### config.mk
export PLATFORM = sky130hd
export DESIGN_NAME = wlr_lane
export DESIGN_NICKNAME = d
export VERILOG_FILES = /design/src/rtl/wlr_pkg.sv /design/src/rtl/wlr_lane.sv
export SDC_FILE = /design/constraint.sdc
export NUM_CORES = 2
export LEC_CHECK = 0
export ABC_AREA = 1
export BUFFER_PORTS_ARGS = -buffer_cell sky130_fd_sc_hd__buf_2
export CAP_MARGIN = 5
export CORE_UTILIZATION = 25
export CTS_BUF_LIST = sky130_fd_sc_hd__clkbuf_8 sky130_fd_sc_hd__clkbuf_16
export DETAILED_ROUTE_END_ITERATION = 6
export PLACE_DENSITY_LB_ADDON = 0.2
export SETUP_SLACK_MARGIN = 0.15
export SLEW_MARGIN = 5
export SYNTH_ARGS = -nofsm -noshare
export SYNTH_HDL_FRONTEND = slang
export SYNTH_SLANG_ARGS = --single-unit
### constraint.sdc
create_clock -name clk_i -period 8.74 [get_ports clk_i]
set_clock_uncertainty 0.05 [all_clocks]
set_input_delay 1.311 -clock clk_i [delete_from_list [all_inputs] [get_ports clk_i]]
set_output_delay 1.311 -clock clk_i [all_outputs]
set_load 0.02 [all_outputs]
### src/rtl/wlr_pkg.sv
// Package for the wrench low-pass rotate unit: widths, item kinds, helpers.
// No dependencies.
package wlr_pkg;
  localparam int unsigned ValW   = 24;
  localparam int unsigned QuatW  = 16;
  localparam int unsigned AlphaW = 16;
  localparam int unsigned NumCh  = 6;
  localparam int unsigned NumMat = 9;
  localparam logic [AlphaW-1:0] AlphaReset = 16'd4800;
  localparam logic [AlphaW-1:0] AlphaOne   = 16'd32768;
  localparam logic signed [QuatW-1:0] MatOne = 16'sd16384;

  typedef enum logic [1:0] {
    KIND_SAMPLE = 2'd0,
    KIND_POSE   = 2'd1,
    KIND_TICK   = 2'd2,
    KIND_NONE   = 2'd3
  } kind_e;

  typedef struct packed {
    logic [1:0]              kind;
    logic signed [ValW-1:0]  force_x;
    logic signed [ValW-1:0]  force_y;
    logic signed [ValW-1:0]  force_z;
    logic signed [ValW-1:0]  torque_x;
    logic signed [ValW-1:0]  torque_y;
    logic signed [ValW-1:0]  torque_z;
    logic signed [QuatW-1:0] quat_x;
    logic signed [QuatW-1:0] quat_y;
    logic signed [QuatW-1:0] quat_z;
    logic signed [QuatW-1:0] quat_w;
  } item_t;

  typedef struct packed {
    logic signed [ValW-1:0] global_force_x;
    logic signed [ValW-1:0] global_force_y;
    logic signed [ValW-1:0] global_force_z;
    logic signed [ValW-1:0] global_torque_x;
    logic signed [ValW-1:0] global_torque_y;
    logic signed [ValW-1:0] global_torque_z;
  } result_t;

  // lane control from the sequencer
  typedef struct packed {
    logic filt_en;  // multiply alpha*diff, update filtered value
    logic rot_clr;  // clear rotation accumulator
    logic rot_en;   // accumulate one matrix term
    logic [1:0] col; // matrix column
  } lane_ctl_t;

  function automatic logic signed [ValW-1:0] sat24(input logic signed [47:0] v);
    if (v > 48'sd8388607) return 24'sh7fffff;
    else if (v < -48'sd8388608) return 24'sh800000;
    else return v[ValW-1:0];
  endfunction

  function automatic logic signed [QuatW-1:0] sat16(input logic signed [35:0] v);
    if (v > 36'sd32767) return 16'sh7fff;
    else if (v < -36'sd32768) return 16'sh8000;
    else return v[QuatW-1:0];
  endfunction
endpackage

### src/rtl/wlr_lane.sv
// One channel lane: filtered state, alpha multiply, and rotation MAC.
// Depends on wlr_pkg.
module wlr_lane (
  input  logic                            clk_i,
  input  logic                            rst_ni,
  input  wlr_pkg::lane_ctl_t              ctl_i,
  input  logic [wlr_pkg::AlphaW-1:0]      alpha_i,
  input  logic signed [wlr_pkg::ValW-1:0] latest_i,
  input  logic signed [wlr_pkg::QuatW-1:0] mat_i,
  input  logic signed [wlr_pkg::ValW-1:0] vec_i,
  output logic signed [wlr_pkg::ValW-1:0] filt_o,
  output logic signed [wlr_pkg::ValW-1:0] rot_o
);
  import wlr_pkg::*;

  logic signed [ValW-1:0] filt_q, filt_d;
  logic signed [43:0]     acc_q, acc_d;
  logic signed [ValW:0]   diff;
  logic signed [42:0]     prod;
  logic signed [43:0]     step_sum;
  logic signed [39:0]     term;
  logic signed [47:0]     rnd;

  assign diff = {latest_i[ValW-1], latest_i} - {filt_q[ValW-1], filt_q};
  assign prod = $signed({1'b0, alpha_i}) * diff;
  assign step_sum = {{1{prod[42]}}, prod} + 44'sd16384;

  always_comb begin
    filt_d = filt_q;
    if (ctl_i.filt_en) begin
      filt_d = sat24(48'(filt_q) + 48'(step_sum >>> 15));
    end
  end

  assign term = mat_i * vec_i;
  always_comb begin
    acc_d = acc_q;
    if (ctl_i.rot_clr) acc_d = '0;
    else if (ctl_i.rot_en) acc_d = acc_q + 44'(term);
  end

  assign rnd = (48'(acc_q) + 48'sd8192) >>> 14;
  assign rot_o = sat24(rnd);
  assign filt_o = filt_q;

  always_ff @(posedge clk_i or negedge rst_ni) begin
    if (!rst_ni) begin
      filt_q <= '0;
    end else begin
      filt_q <= filt_d;
    end
  end

  always_ff @(posedge clk_i) begin
    acc_q <= acc_d;
  end
endmodule

==> flow_metrics.py <==
metrics = {
    "outcome": {
        "outcome": "finished with violations",
        "violations": "negative setup slack",
    },
    "place": {
        "dp_hpwl_microns": 117000,
        "io_buffers": 132,
        "gp_congestion": 0.930,
        "place_inst": 7533,
    },
    "synthesis": {
        "syn_area_sq_um": 38200,
        "synth.avg_cell_area_sq_um": 7.62,
        "netlist_instances": 5010,
        "synth_edf_count": 0,
        "ys_seq_area_share_pct": 3.88,
        "synth.net_count": 6223,
        "ys_async_sr_fraction_pct": 35.3,
        "ys_types": 56,
        "ys_warn_count": 0,
        "synth_seq_cells": 68,
        "synthFlopType": "dfxtp_1",
    },
    "global_routing": {
        "antenna_found_initial": 8,
        "track_usage_pct": 17.5,
        "grt_pass1_wl_microns": 207000,
        "overflow": 0,
        "grt_max_degree": 53,
        "grt_pass1_vias": 35411,
    },
    "clocking": {
        "clk_pin_slew_ps": 60,
        "clk_latency_ps": 370,
        "cts_made_buffers": 9,
        "cts_tree": "yes",
        "cts_root_buf": "clkbuf_16",
        "clock_path_buffers": 2,
        "htree_num_levels": 3,
        "numClockSinks": 68,
    },
    "sta": {
        "setup_viol": 24,
        "rsz0062_at_grt": "true",
        "clock.fmax_mhz": 102,
        "finalCritPeriodShare_pct": 112,
        "worstMarginPinSlew_ps": 1010,
        "layout_setup_ws_ps": -1050,
        "holdWs_ps": 465,
        "hold_viol": 0,
        "slew_headroom_pct": 32.8,
        "layout_min_cycle_time_ps": 9790,
        "drv_slew": 0,
    },
    "cells_and_area": {
        "areaGrowthSynthToFinish_pct": 24.6,
        "final_common_cell": "inv_1",
        "drive_gt1_share_pct": 20.8,
        "utilization_pct": 31.4,
        "most-common-layout-cells": "1305 x inv_1, 907 x nand2_1, 798 x fa_1",
        "final_cells": 7602,
        "nets": 6777,
    },
    "die": {
        "die_w_microns": 393,
        "io-pin-count": 135,
        "initial_core_util_pct": 25.2,
        "core_area_sq_um": 152000,
        "fp-row-count": 143,
        "die_h_microns": 393,
        "dieArea_sq_um": 154000,
    },
    "routing": {
        "drc": 0,
        "wl_per_cell_microns": 17.2,
        "drtIter0Drc": 1549,
        "vias": 33031,
        "firstDrtPassIters": 7,
        "routed_wl_microns": 131000,
        "viasPerCell": 4.35,
        "drtAntennaViolNets": 0,
    },
    "setup_path": {
        "end_kind": "flip-flop",
        "worstPathRequired_ps": 8970,
        "rr_startpoint": "filt_o[1]",
        "max_stage_delay_ps": 570,
        "worstPathArrival_ps": 10020,
        "worst-setup-path-type": "in2reg",
        "crit_start": "latest_i[0]",
        "crit_slowest_cell": "fa_1",
        "cp_max_fo": 5,
        "cp-start-kind": "input pin",
    },
    "flow_run": {
        "drv_cap": 0,
    },
    "min_path": {
        "min_path_type": "reg2reg",
        "holdCritStartpoint": "acc_q[0]",
    },
}
==> sequential cells by signal, summed over array words and instances, names as in the netlist <==
name and count:
filt_o 24, acc_q 44
==> critical path: cells and delay by family <==
family	cells	cell delay [ps]
AO/OA/AOI/OAI	9	1240
AND/OR/NAND/NOR	16	1560
buffers and inverters	14	1270
adder cells (fa/ha/maj)	10	4230
XOR/XNOR	2	430
==> per-stage QoR <==
step / setup slack (ps) / TNS, ps / instance area [sq um]
6_report: -1050 / -23980 / 47600
3_3_place_gp: -1890 / -44440 / 45300
3_5_place_dp: -1920 / -44760 / 45300
2_1_floorplan: -563 / -12290 / 38700
4_1_cts: -1010 / -23520 / 46700
5_1_grt: -1410 / -32720 / 47600
==> layout make-up <==
type | count | area (sq um)
diodes | 3 | 7.51
clock buffers | 9 | 225
well taps | 2030 | 2540
repair buffers | 669 | 5080
clock inverters | 7 | 65.1
inverters | 1349 | 5090
multi-input cells | 3467 | 33100
fillers | 16658 | 104000
flip-flops and latches | 68 | 1480
==> cells in the mapped netlist, drive strengths merged (13+ instances only) <==
cell type / instances / area [sq um]
ha: 303 / 3790
nor3: 40 / 210
clkbuf: 108 / 408
or2: 45 / 282
xnor2: 42 / 368
a21o: 13 / 97.6
buf: 18 / 141
o21ai: 157 / 797
inv: 1338 / 5020
nand4: 31 / 200
dfrtp: 24 / 601
a31oi: 13 / 81.3
a21oi: 179 / 911
nor4: 16 / 113
o21bai: 21 / 176
fa: 823 / 16500
nor2: 504 / 1940
dfxtp: 44 / 881
nand2: 1007 / 3810
nand3: 151 / 776
xor2: 83 / 749
==> cells by family (layout without fill, tap and decap cells) <==
group | Yosys count | in the layout | share of synthesized area (%)
other cells | 0 | 3 | 0
flops | 68 | 68 | 3.88
fa+ha+maj | 1126 | 1126 | 53.1
compound gates | 413 | 413 | 6.01
simple gates | 1803 | 1803 | 19.4
buf+inv | 1475 | 2034 | 14.7
xor+xnor | 125 | 125 | 2.93
==> final timing paths <==
path	cells past startpoint	slack, ps	to
worst max-delay path	51	-1050	filt_o[3]
worst min-delay path	2	460	acc_q[0]
worst max register to register	52	-670	filt_o[3]
worst min register to register	2	460	acc_q[0]
max in group asynchronous	1	7350	filt_o[4]
min in group asynchronous	1	890	filt_o[11]
==> metal layers <==
layer / up-vias / track usage [%] / part of all wire (%)
li1: 15771 / - / -
met1: 16537 / 23.9 / 46
met2: 624 / 29.2 / 48
met3: 99 / 2.79 / 5.2
met4: 0 / 2.88 / 1.5
met5: - / 0 / 0
==> timing repair <==
item	4_1_cts	5_1_grt
hold buffers	0	0
pin swaps	112	119
setup buffers	25	24
setup endpoints to repair	24	24
endpoints found under the hold margin	0	0
gates resized for setup	202	200
gates cloned	0	1
Power is left out: the tool's default activity adds up to more than one toggle a clock period on the data nets, which glitch-free logic cannot reach.
