File: src/rtl/wlr_pkg.sv
// Package for the wrench low-pass rotate unit: widths, item kinds, helpers.
// No dependencies.
package wlr_pkg;
  localparam int unsigned ValW   = 24;
  localparam int unsigned QuatW  = 16;
  localparam int unsigned AlphaW = 16;
  localparam int unsigned NumCh  = 6;
  localparam int unsigned NumMat = 9;
  localparam logic [AlphaW-1:0] AlphaReset = 16'd4800;
  localparam logic [AlphaW-1:0] AlphaOne   = 16'd32768;
  localparam logic signed [QuatW-1:0] MatOne = 16'sd16384;

  typedef enum logic [1:0] {
    KIND_SAMPLE = 2'd0,
    KIND_POSE   = 2'd1,
    KIND_TICK   = 2'd2,
    KIND_NONE   = 2'd3
  } kind_e;

  typedef struct packed {
    logic [1:0]              kind;
    logic signed [ValW-1:0]  force_x;
    logic signed [ValW-1:0]  force_y;
    logic signed [ValW-1:0]  force_z;
    logic signed [ValW-1:0]  torque_x;
    logic signed [ValW-1:0]  torque_y;
    logic signed [ValW-1:0]  torque_z;
    logic signed [QuatW-1:0] quat_x;
    logic signed [QuatW-1:0] quat_y;
    logic signed [QuatW-1:0] quat_z;
    logic signed [QuatW-1:0] quat_w;
  } item_t;

  typedef struct packed {
    logic signed [ValW-1:0] global_force_x;
    logic signed [ValW-1:0] global_force_y;
    logic signed [ValW-1:0] global_force_z;
    logic signed [ValW-1:0] global_torque_x;
    logic signed [ValW-1:0] global_torque_y;
    logic signed [ValW-1:0] global_torque_z;
  } result_t;

  // lane control from the sequencer
  typedef struct packed {
    logic filt_en;  // multiply alpha*diff, update filtered value
    logic rot_clr;  // clear rotation accumulator
    logic rot_en;   // accumulate one matrix term
    logic [1:0] col; // matrix column
  } lane_ctl_t;

  function automatic logic signed [ValW-1:0] sat24(input logic signed [47:0] v);
    if (v > 48'sd8388607) return 24'sh7fffff;
    else if (v < -48'sd8388608) return 24'sh800000;
    else return v[ValW-1:0];
  endfunction

  function automatic logic signed [QuatW-1:0] sat16(input logic signed [35:0] v);
    if (v > 36'sd32767) return 16'sh7fff;
    else if (v < -36'sd32768) return 16'sh8000;
    else return v[QuatW-1:0];
  endfunction
endpackage

File: src/rtl/wlr_pose.sv
// Quaternion to rotation matrix, one element per cycle, held in registers.
// Depends on wlr_pkg.
module wlr_pose (
  input  logic                                clk_i,
  input  logic                                rst_ni,
  input  logic                                start_i,
  input  logic signed [wlr_pkg::QuatW-1:0]    qx_i,
  input  logic signed [wlr_pkg::QuatW-1:0]    qy_i,
  input  logic signed [wlr_pkg::QuatW-1:0]    qz_i,
  input  logic signed [wlr_pkg::QuatW-1:0]    qw_i,
  output logic                                busy_o,
  output logic signed [wlr_pkg::QuatW-1:0]    mat_o [wlr_pkg::NumMat]
);
  import wlr_pkg::*;

  logic [3:0] idx_q;
  logic       busy_q;
  logic signed [QuatW-1:0] a1, b1, a2, b2, mat_q [NumMat];
  logic sub1, sub2, diag;
  logic signed [31:0] p1, p2;
  logic signed [35:0] sum, rnd;

  // element selection: diag = 2^27 - p1 - p2, else p1 +/- p2
  always_comb begin
    a1 = qx_i; b1 = qy_i; a2 = qw_i; b2 = qz_i; sub2 = 1'b0; diag = 1'b0;
    unique case (idx_q)
      4'd0: begin a1 = qy_i; b1 = qy_i; a2 = qz_i; b2 = qz_i; diag = 1'b1; end
      4'd1: begin a1 = qx_i; b1 = qy_i; a2 = qw_i; b2 = qz_i; sub2 = 1'b1; end
      4'd2: begin a1 = qx_i; b1 = qz_i; a2 = qw_i; b2 = qy_i; end
      4'd3: begin a1 = qx_i; b1 = qy_i; a2 = qw_i; b2 = qz_i; end
      4'd4: begin a1 = qx_i; b1 = qx_i; a2 = qz_i; b2 = qz_i; diag = 1'b1; end
      4'd5: begin a1 = qy_i; b1 = qz_i; a2 = qw_i; b2 = qx_i; sub2 = 1'b1; end
      4'd6: begin a1 = qx_i; b1 = qz_i; a2 = qw_i; b2 = qy_i; sub2 = 1'b1; end
      4'd7: begin a1 = qy_i; b1 = qz_i; a2 = qw_i; b2 = qx_i; end
      4'd8: begin a1 = qx_i; b1 = qx_i; a2 = qy_i; b2 = qy_i; diag = 1'b1; end
      default: ;
    endcase
  end
  assign sub1 = diag;

  assign p1 = a1 * b1;
  assign p2 = a2 * b2;
  always_comb begin
    sum = diag ? 36'sd134217728 : '0;
    sum = sub1 ? sum - 36'(p1) : sum + 36'(p1);
    sum = (sub2 || diag) ? sum - 36'(p2) : sum + 36'(p2);
  end
  assign rnd = (sum + 36'sd4096) >>> 13;

  always_ff @(posedge clk_i or negedge rst_ni) begin
    if (!rst_ni) begin
      busy_q <= 1'b0;
      idx_q  <= '0;
      for (int i = 0; i < NumMat; i++) mat_q[i] <= (i % 4 == 0) ? MatOne : '0;
    end else if (start_i) begin
      busy_q <= 1'b1;
      idx_q  <= '0;
    end else if (busy_q) begin
      mat_q[idx_q] <= sat16(rnd);
      if (idx_q == 4'(NumMat - 1)) busy_q <= 1'b0;
      idx_q <= idx_q + 4'd1;
    end
  end

  assign busy_o = busy_q;
  assign mat_o  = mat_q;
endmodule

File: config.mk
export PLATFORM = sky130hd
export DESIGN_NAME = wlr_pose
export DESIGN_NICKNAME = d
export VERILOG_FILES = /design/src/rtl/wlr_pkg.sv /design/src/rtl/wlr_pose.sv
export SDC_FILE = /design/constraint.sdc
export NUM_CORES = 2
export LEC_CHECK = 0
export BUFFER_PORTS_ARGS = -buffer_cell sky130_fd_sc_hd__buf_2
export CORE_MARGIN = 4
export CORE_UTILIZATION = 33
export DETAILED_ROUTE_END_ITERATION = 8
export GPL_TIMING_DRIVEN = 0
export PLACE_DENSITY = 0.54
export RECOVER_POWER = 50
export SLEW_MARGIN = 20
export SYNTH_ARGS = -nofsm -noshare
export SYNTH_HDL_FRONTEND = slang
export SYNTH_SLANG_ARGS = --single-unit
File: constraint.sdc
create_clock -name clk_i -period 29.5 [get_ports clk_i]
set_input_delay 1.475 -clock clk_i [delete_from_list [all_inputs] [get_ports clk_i]]
set_output_delay 1.475 -clock clk_i [all_outputs]
set_load 0.01 [all_outputs]
==> impl.org <==
** Die
- The die covers 0.105 sq mm.
- Die width :: 324 microns
- Cell Rows :: 115
- The die is 324 microns tall.
- For this design the top-level I/O count stands at 212.
- For this configuration, the core starts out at a cell density of 0.333.
- The core region is 0.0987 sq mm.

** Synth
- Counting flops with a built-in enable in the synthesized netlist gives 0.
- Library cell occupying the most area in the post-synthesis netlist :: fa_1
- Synth top cells by count :: inv_1 (584), fa_1 (524), nand2_1 (503), nor2_1 (452), a21oi_1 (218)
- Synth Warn # :: 0
- For this run, the leading register cell type out of synthesis is dfrtp_1.
- Of the total synthesized cell area, the portion taken by AND, OR, NAND and NOR gates is 0.181.
- Share of the synthesized area in compound gates (AO/OA/AOI/OAI) :: 0.159
- Sequential fraction of the synthesis area :: 0.113
- Post-Synthesis Mean Instance Area :: 8.41 sq um
- Post-synthesis register bit count :: 149
- Cell types with the largest area share after synthesis :: fa_1 (32%), dfrtp_1 (11%), ha_1 (7.8%), inv_1 (6.7%), nand2_1 (5.7%)
- The portion of synthesized area spent on multiplexers is 0.0178.
- The share of synthesized area in the top cell type comes to 0.319.
- inv_1 is the most common cell in the netlist.
- Synthesized area :: 0.0329 sq mm
- Post-synth ARST share :: 1.00
- Fraction of the mapped netlist area in adder cells :: 0.397
- Main combinational cell family by area after synthesis :: adder cells
- Counting every net in the synthesized netlist gives 4708.
- Number of cells produced by synthesis :: 3912
- The netlist uses 111 different library cells.
- Of the total synthesized cell area, the portion taken by XOR and XNOR cells is 0.0461.

** Timing
- Final hold violation count :: 0
- Final hold slack :: 0.476 ns
- Timing-limited maximum frequency :: 62.0 MHz
- Worst clock skew on the final layout :: 0.00818 ns
- For the pin with the worst max-slew slack, the measured transition is 5.13 ns.
- Setup violations remaining at the end of the flow were counted as 0.
- Final period utilization :: 0.547
- Setup repair after global routing left no endpoint under its margin.
- Time the worst path needs with I/O delays and setup :: 16.13 ns
- Number of pins with negative max-slew slack in the final report :: 152
- Setup TNS :: 0 ns
- Relative slew slack :: -2.42

** Clock network
- Cts hold-fix bufs :: 0
- Number of clock buffers inserted by TritonCTS :: 17
- Number of H-tree levels :: 4
- TritonCTS built the clock tree.
- Clock buffer depth :: 2
- CTS saw 149 sinks.
- Number of gates resized after cts :: 0
- Clock-pin slew was measured on the worst setup and hold paths at 0.06 ns.
- After clock tree synthesis, the setup repair step added 0 buffers.
- The root buffer cell chosen for the clock tree is clkbuf_16.
- Worst-Skew Late Latency :: 0.43 ns

** Final layout
- Post-layout nets :: 4953
- Proportion of layout cells with a drive suffix above 1 :: 0.0782
- Syn-to-layout area delta :: 10.1%

** Drt
- Aggregate routed wire length :: 108 mm
- Total iterations of the first detailed-routing run :: 8
- Number of vias per cell after detailed routing :: 5.21
- Via count of the routed design :: 28400
- DR iter-0 viols :: 2230
- Residual DRC :: 0
- In the final routed layout, each cell accounts on average for 19.8 microns.
- Remaining antenna violation count :: 0

** Hold path
- The min-delay analysis places its worst path in the category flop to flop.
- The worst hold path begins at mat_o[63].
- Hold Path Stages :: 2

** Run
- Max-cap violations in this run came to 2.

** Setup path
- Counting both buffers and inverters, the worst setup path holds a total of 11.
- Cell with the biggest individual delay on the critical path :: a21boi_1
- Measured in cells, the most critical reg-to-reg path has a length of 49.
- Data on the critical path is required at its endpoint by 29.78 ns.
- The worst setup path is launched from a flop.
- The critical path crosses 49 cells after its start point.
- The largest single stage delay on the critical path is 0.99 ns.
- Along the worst path, the maximum fanout reaches 10.
- Largest delay share family, worst path :: compound AO/OA/AOI/OAI gates
- STA puts the critical path data arrival time at 16.41 ns.
- The worst register-to-register path begins at idx_q[0].
- Type of the worst setup path :: flop to flop
- Worst setup path startpoint :: idx_q[0]
- The worst setup path is captured at a flop.

** GRT
- The first global-routing pass estimated 168 mm of wire.
- Tot GR Track Use :: 0.204
- Remaining Overflow, GRT :: 0
- Initial antenna violation count :: 4
- Via count of the first global-routing pass :: 28600
- Maximum number of pins on one net before global-route repair :: 98

** Placement
- The congestion estimate from routability-driven global placement came to 0.947.
- Input and output buffers added on the ports amount to 211.
- Detailed placer's ending HPWL :: 91.9 mm

** Run status
- The checks that failed: capacitance limit, slew limit.
- The flow ran to the end, but the final reports show violations.
logic make-up after synthesis:
group           after synthesis
buf+inv                     733
compound gates              749
flops                       149
simple gates               1329
mux                          56
xor+xnor                    167
fa+ha+maj                   729
cell usage in the layout, fill, tap and decap left out, types with 84 or more instances in the layout:
master,count
inv_1,584
fa_1,524
nand2_1,503
nor2_1,452
a21oi_1,218
ha_1,205
buf_2,181
clkbuf_1,170
dfrtp_1,146
xnor2_1,100
o21ai_0,84
area by class of cell:
class	count	area, sq um
repair buffers	226	1060
well taps	1287	1610
multi-input cells	3030	26400
plain buffers	148	616
inverters	585	2200
flip-flops and latches	149	3730
clock buffers	23	478
diodes	2	5.00
clock inverters	8	124
fillers	10500	62500
tightest hold or removal path, delay by kind of cell, from the launching register on:
kind,cells,cell delay (ns)
flip-flops,1,0.34
AO/OA/AOI/OAI,1,0.06
AND/OR/NAND/NOR,1,0.04
registers in the layout, summed over array words and instances (netlist names):
name / count
idx_q: 4
mat_o: 144
busy_o: 1
per-stage QoR:
stage | util | cell area, sq um | worst slack [ns] | instances
after floorplan | - | 32900 | 16.77 | 3912
after global placement | 0.360 | 35600 | 12.70 | 5410
after detailed placement | 0.362 | 35700 | 13.73 | 5425
after CTS | 0.368 | 36300 | 13.68 | 5456
after global routing | 0.367 | 36200 | 12.38 | 5456
final | 0.367 | 36200 | 13.37 | 5458
routing by layer:
| metal | vias up | share of wire | track usage |
|---|---|---|---|
| li1 | 13400 | - | - |
| met1 | 14000 | 0.48 | 0.302 |
| met2 | 1008 | 0.43 | 0.321 |
| met3 | 119 | 0.072 | 0.0311 |
| met4 | 2 | 0.017 | 0.0349 |
| met5 | - | 0.00012 | 0 |
worst paths after layout:
check	endpoint	slack [ns]
worst max-delay path	mat_o[103]	13.37
worst min-delay path	mat_o[63]	0.48
worst max register to register	mat_o[103]	13.37
worst min register to register	mat_o[63]	0.48
max in group asynchronous	mat_o[130]	21.50
min in group asynchronous	mat_o[60]	1.98
Power is left out: the tool's default activity adds up to more than one toggle a clock period on the data nets, which glitch-free logic cannot reach.
